## src/sv/assert_macros.svh

```systemverilog
`ifndef ASSERT_MACROS_SVH
`define ASSERT_MACROS_SVH

// same-cycle implication, sampled on aclk, off while in reset
`define ASSERT_IMP(label, ante, cons, msg) \
    label: assert property (@(posedge aclk) disable iff (!aresetn) (ante) |-> (cons)) \
        else $error(msg);

// next-cycle implication, sampled on aclk, off while in reset
`define ASSERT_NEXT(label, ante, cons, msg) \
    label: assert property (@(posedge aclk) disable iff (!aresetn) (ante) |=> (cons)) \
        else $error(msg);

`endif

```

## src/sv/hcl_pkg.sv

```systemverilog
package hcl_pkg;

    // angle datapath
    localparam int CORDIC_STEPS = 24;
    localparam int ANGLE_W      = 32;
    localparam int XY_W         = 34;
    localparam int PRE_SHIFT_Q  = 30;

    // ratio and exponent datapath
    localparam int W_W = 31;
    localparam int T_W = 25;
    localparam int Q_W = 31;
    localparam logic [T_W-1:0] EXP_K     = 25'd32212255;
    localparam logic [31:0]    RECIP3    = 32'hAAAAAAAB;
    localparam logic [29:0]    LUM_RECIP = 30'd1012096000;

    // output fields
    localparam int HUE_W      = 16;
    localparam int OUT_W      = 17;
    localparam int OUT_DATA_W = 56;
    localparam logic [OUT_W-1:0] OUT_MAX = '1;

    // stage counts of the sub units
    localparam int CORDIC_LAT = CORDIC_STEPS + 3;
    localparam int DIVEXP_LAT = W_W + 9;
    localparam int CDIV_LAT   = 3;

    typedef logic [ANGLE_W-1:0] angle_t;

    // atan(2^-i) as a fraction of a turn, Q0.32
    function automatic angle_t turn_step(input logic [4:0] i);
        angle_t r;
        case (i)
            5'd0:  r = 32'd536870912;
            5'd1:  r = 32'd316933406;
            5'd2:  r = 32'd167458907;
            5'd3:  r = 32'd85004756;
            5'd4:  r = 32'd42667331;
            5'd5:  r = 32'd21354465;
            5'd6:  r = 32'd10679838;
            5'd7:  r = 32'd5340245;
            5'd8:  r = 32'd2670163;
            5'd9:  r = 32'd1335087;
            5'd10: r = 32'd667544;
            5'd11: r = 32'd333772;
            5'd12: r = 32'd166886;
            5'd13: r = 32'd83443;
            5'd14: r = 32'd41722;
            5'd15: r = 32'd20861;
            5'd16: r = 32'd10430;
            5'd17: r = 32'd5215;
            5'd18: r = 32'd2608;
            5'd19: r = 32'd1304;
            5'd20: r = 32'd652;
            5'd21: r = 32'd326;
            5'd22: r = 32'd163;
            5'd23: r = 32'd81;
            default: r = '0;
        endcase
        return r;
    endfunction

endpackage

```

## src/sv/hcl_cdiv.sv

```systemverilog
module hcl_cdiv
    import hcl_pkg::*;
#(
    parameter int CHANNEL_BITS = 16,
    parameter int X_W          = 34
) (
    input  logic                             aclk,
    input  logic                             en,
    input  logic [X_W-1:0]                   x,
    output logic [X_W-CHANNEL_BITS:0]        quo
);

    localparam int CB   = CHANNEL_BITS;
    localparam int S    = X_W + 2;
    localparam int M_W  = S - CB + 1;
    localparam int QO_W = X_W - CB + 1;
    localparam int LO_W = X_W / 2;
    localparam int HI_W = X_W - LO_W;
    localparam int P_W  = X_W + M_W;
    localparam int R_W  = X_W + 1;
    localparam logic [63:0]    M_FULL = (64'd1 << S) / ((64'd1 << CB) - 64'd1);
    localparam logic [M_W-1:0] M      = M_FULL[M_W-1:0];
    localparam logic [R_W-1:0] F_R    = R_W'((64'd1 << CB) - 64'd1);

    logic [LO_W+M_W-1:0] plo_reg;
    logic [HI_W+M_W-1:0] phi_reg;
    logic [X_W-1:0]      x1_reg, x2_reg;
    logic [QO_W-1:0]     qe_reg, quo_reg;
    logic [P_W-1:0]      p_sum;
    logic [R_W-1:0]      qf, r;
    logic                ge;

    // reciprocal product in two halves, then a single correction step
    always_comb begin
        p_sum = (P_W'(phi_reg) << LO_W) + P_W'(plo_reg);
        qf    = (R_W'(qe_reg) << CB) - R_W'(qe_reg);
        r     = R_W'(x2_reg) - qf;
        ge    = (r >= F_R);
    end

    always_ff @(posedge aclk) begin
        if (en) begin
            plo_reg <= (LO_W+M_W)'(x[LO_W-1:0]) * (LO_W+M_W)'(M);
            phi_reg <= (HI_W+M_W)'(x[X_W-1:LO_W]) * (HI_W+M_W)'(M);
            x1_reg  <= x;
            qe_reg  <= QO_W'(p_sum >> S);
            x2_reg  <= x1_reg;
            quo_reg <= qe_reg + QO_W'(ge);
        end
    end

    assign quo = quo_reg;

endmodule

```

## config.mk

```make
export PLATFORM = sky130hd
export DESIGN_NAME = hcl_cdiv
export DESIGN_NICKNAME = d
export VERILOG_FILES = /design/src/sv/assert_macros.svh /design/src/sv/hcl_pkg.sv /design/src/sv/hcl_cdiv.sv
export SDC_FILE = /design/constraint.sdc
export NUM_CORES = 1
export LEC_CHECK = 0
export ABC_AREA = 1
export CAP_MARGIN = 5
export CELL_PAD_IN_SITES_DETAIL_PLACEMENT = 1
export CELL_PAD_IN_SITES_GLOBAL_PLACEMENT = 1
export CORE_ASPECT_RATIO = 1.25
export CORE_MARGIN = 4
export CORE_UTILIZATION = 55
export CTS_BUF_LIST = sky130_fd_sc_hd__clkbuf_8
export CTS_CLUSTER_SIZE = 12
export DETAILED_ROUTE_END_ITERATION = 8
export DONT_BUFFER_PORTS = 1
export PLACE_DENSITY_LB_ADDON = 0.1
export SKIP_LAST_GASP = 1
export SLEW_MARGIN = 20
export SYNTH_ARGS = -nofsm -noshare
export SYNTH_HDL_FRONTEND = slang
export SYNTH_SLANG_ARGS = --single-unit
```

## constraint.sdc

```tcl
create_clock -name aclk -period 6.2 [get_ports aclk]
set_input_delay 0.93 -clock aclk [delete_from_list [all_inputs] [get_ports aclk]]
set_output_delay 0.93 -clock aclk [all_outputs]
set_load 0.005 [all_outputs]
```

---- Yosys cells after proc, flatten, opt, wreduce, memory -nomap -nowiden ----
Index checks and enable logic that the tools add are counted.
word-level totals
  output and inout bits ................... 19
  logic and storage cells ................. 13
  input port bits ......................... 36
  register bits ........................... 174
cells by class
  $add $sub $neg .......................... 4
  magnitude comparators ................... 1
  $mul .................................... 2
operators with widths
  cell                                                   count
  multiplier 17 x 17 -> 34 bit, second input constant    2
  adder 55 x 38 -> 55 bit                                1
  >= comparator 35 x 16 -> 1 bit, second input constant  1
  subtractor 34 x 35 -> 35 bit                           1
  subtractor 35 x 19 -> 35 bit                           1
  adder 19 x 1 -> 19 bit                                 1

---- Depth between registers and ports, before layout ----
  depth after elaboration ................. 4
  gate-level depth with buffers ........... 29
  depth with buffers taken out ............ 29

---- Worst setup path after synthesis ----
Ideal clock, no wire load.
  path kind ............................... flip-flop to flip-flop
  start point ............................. reg qe_reg[2]
  end point ............................... reg quo_reg[18] (netlist: quo[18]) (data pin)
  period minus slack after synthesis ...... 3.816 ns
  setup time .............................. 0.259 ns
  stages on the path, launching flop included .. 25
  data required time ...................... 5.941 ns
  buffers on the path ..................... 0
  path slack .............................. 2.384 ns
  data arrival time ....................... 3.557 ns
  path through ............................ edfxtp_1 -> fa_1 -> inv_1 -> ha_1 -> nand2_1 -> nand2_1 -> inv_1 -> nand2_1 -> a21oi_1 -> nor2_1 -> nor2_1 -> nand3_1 -> o21ai_0 -> inv_1 -> nand3_1 -> nor2_1 -> nand3_1 -> ha_1 -> ha_1 -> nand3_1 -> nor3_2 -> nand3_1 -> nor4_4 -> nand4_1 -> xor2_1
on the way
  cells in the longest elaborated chain, start to end .. 4
RTL lines
  item                            line            text
  start, declared                 hcl_cdiv.sv:28  logic [QO_W-1:0] qe_reg, quo_reg;
  start signal, assigned          hcl_cdiv.sv:46  qe_reg <= QO_W'(p_sum >> S);
  subtractor 35 x 19 -> 35 bit    hcl_cdiv.sv:36  qf = (R_W'(qe_reg) << CB) - R_W'(qe_reg);
  subtractor 34 x 35 -> 35 bit    hcl_cdiv.sv:37  r = R_W'(x2_reg) - qf;
  >= comparator 35 x 16 -> 1 bit  hcl_cdiv.sv:38  ge = (r >= F_R);
  adder 19 x 1 -> 19 bit *        hcl_cdiv.sv:48  quo_reg <= qe_reg + QO_W'(ge);
  end signal, assigned            hcl_cdiv.sv:48
  end, declared                   hcl_cdiv.sv:28
Mark *: on every way between the ends. The rest lies on a longest branch, timed or not.
A chain may end at the register's enable or synchronous reset.

---- Worst setup path in the final report ----
  start point ............................. reg qe_reg[2]
  end point ............................... reg quo_reg[14] (netlist: quo[14]) (data pin)
The elaborated chain is that of the path after synthesis.

==> metrics.txt <==
post-route antenna net violation count=0; Seq/Total Area, Yosys=44.1%; CTS tree=built; Clock Skews=19.6 ps; Setup Total Neg Slack=0 ps; type of origin of the critical path=flip-flop; Util after Layout=60.7%; Site Rows=53; total wire length=30.5 mm; grt ovf=0; CTS sink cnt=around 140; mean post-synth cell area=approximately 8.3 um2; Rel. slew slack=66.5%; Crit path required time=approximately 6400 ps; synth top area cells=edfxtp_1 (44%), nand2_1 (13%), ha_1 (12%), inv_1 (8.8%), xor2_1 (4.5%); Die Y=around 160 um; Synth top area share=44.1%; switching pwr=about 0.0011 W; FMAX=just over 200 MHz; Comb power frac=31.4%; Fin. Hold Viols=0; Post-Synthesis Cells=between 1000 and 1500; nets@finish=1300; minimum clock period=a little under 5000 ps; Die ar.=a little under 0.02 mm2; synth-to-layout area growth=7.26%; outcome=finished, final reports clean; MaxCap Viol Count=0; Yosys top cell by area=edfxtp_1; syn_nets=around 1300; Pint=0.00185 W; DR WL/cell=about 22 um; io pins=55; Final Cell Area=0.0103 mm2; placed cell area=~0.0099 mm2; Core Region=between 0.015 and 0.02 mm2; initial core utilization=between 50% and 60%; Final HPWL DP=between 20 and 25 mm; Max clock buf depth=2; I/O Buffers=0; total power=around 0.003 W; largest net degree at the start of global routing=around 140; crit end category=flip-flop; synthesis-stage register bit count=~140; DRC violations left=0; postcts setup bufs=0; global-route wire length before repair=between 40 and 50 mm; register share of total power=between 40% and 50%; Antenna diodes=0; root buffer selected by CTS=clkbuf_8; endpoints failing setup=0; Detailed Routing Iterations Pass 1=5; number of global-route vias before repair=8712; Final Max Slew Viols=0; sw frac=a little under two fifths; cts repair resizes=0; DR iter-0 viols=around 500; Leak=roughly 5 nW; layout cells sized above 1=about 5.4%; gpl congestion=0.893; CTS buffer count=17; YS warnings=0; Die W=roughly 130 um; htree depth=4; Vias=7837; CP Max Fanout=5; initial antenna violation count=0; hold_ws=417 ps; Post-CTS Hold Fix Bufs=0; unrepaired setup endpoints after global routing=no; Total Routing Usage GR=roughly 32%; clock network fraction of total power=around 27%; CP Data Arrival Time=around 5100 ps; Peak VDD IR=between 200 and 300 uV; count of cell types in the netlist=31; clock transition at the registers of the reported paths=approximately 90 ps; Tcrit/Tclk final=about four fifths; power density cells=about 280 mW/mm2; measured slew at the worst slew-check pin=499 ps; Via density=around 5.6; synthesized area=a little under 0.01 mm2; crit path kind=reg2reg; clock latency on the worst-skew pair=around 460 ps; Hold WC Path Type=reg2reg
-- cell usage in the layout, fill, tap and decap left out, types with 4 or more instances in the layout --
master / instances
nand2_1: 324
inv_1: 226
edfxtp_1: 141
nor2_1: 96
ha_1: 89
nand3_1: 72
xor2_1: 49
a21oi_1: 40
nor3_1: 20
clkbuf_8: 17
nand4_1: 13
xnor2_1: 12
nand2_2: 12
o21ai_0: 10
nor4_1: 6
nor2_2: 6
nand3b_1: 6
nor3_2: 5
clkinv_4: 5
a21o_1: 4
-- Yosys cell counts, drive strengths merged --
library cell	n
nand2	336
a21oi	43
o21ai	12
ha	89
and3b	1
edfxtp	141
a21o	4
nor3	26
nand3	74
inv	227
nor4	7
nor2	103
xor2	49
nand3b	6
o21bai	3
o211ai	1
nand4	13
xnor2	12
and3	2
and2	1
fa	3
-- per-layer routing --
metal | global-route usage (%) | vias up | part of all wire [%] | wire length (um)
met5 | 0 | - | 0 | 0
met4 | 15.9 | 0 | 5.4 | 1640
met3 | 4.38 | 87 | 3.1 | 951
met2 | 60.5 | 207 | 54 | 16400
met1 | 35.0 | 3803 | 38 | 11500
li1 | - | 3740 | - | -
-- final cells by class --
cell class	count	area (um2)
Clock inverter	15	188
Multi-Input combinational cell	785	4510
Tap cell	220	275
Fill cell	2051	6680
Sequential cell	141	4230
Inverter	227	852
Clock buffer	17	234
-- metrics by stage --
step           std cells  setup slack [ps]
2_1_floorplan       1153              2380
3_3_place_gp        1373              1650
3_5_place_dp        1373              1410
4_1_cts             1405              1270
5_1_grt             1405               971
6_report            1405              1260
-- kinds of logic after synthesis --
group | count (synthesis) | synth area share (%)
flops | 141 | 44.1
buf+inv | 227 | 8.88
xor+xnor | 61 | 5.56
simple gates | 569 | 25.6
compound gates | 63 | 3.61
fa+ha+maj | 92 | 12.2
-- power groups by stage --
stage	Clock (W)	Combinational (W)	Sequential, W
2_1_floorplan	0	0.000645	0.00119
3_3_place_gp	0	0.000845	0.00122
3_5_place_dp	0	0.000887	0.00123
4_1_cts	0.000793	0.000912	0.00121
5_1_grt	0.000833	0.00104	0.00122
6_report	0.000790	0.000918	0.00121
-- worst max-delay path: stages (launching register included) --
cell and delay [ps]:
edfxtp_1 540, fa_1 580, inv_1 70, ha_1 410
nand2_2 100, nor2_2 170, inv_1 60, nor2_1 170
nand3b_1 170, nand3_1 160, nand2_1 90, nand3_1 80
nand2_1 60, nand3_1 80, nor2_1 60, nand3_1 140
ha_1 210, ha_1 230, nand3_1 160, nor3_2 230
nand3_1 240, nor4_4 320, nand3_1 180, xor2_1 180
-- path summary, 6_finish.rpt --
kind	cells past startpoint	start	to	slack [ps]
hold reg to reg	0	x1_reg[7]	x2_reg[7]	420
setup / recovery	23	qe_reg[2]	quo[14]	1260
hold / removal	0	x1_reg[7]	x2_reg[7]	420
setup reg to reg	23	qe_reg[2]	quo[14]	1260
No activity file was read; power rests on OpenSTA's default activity.
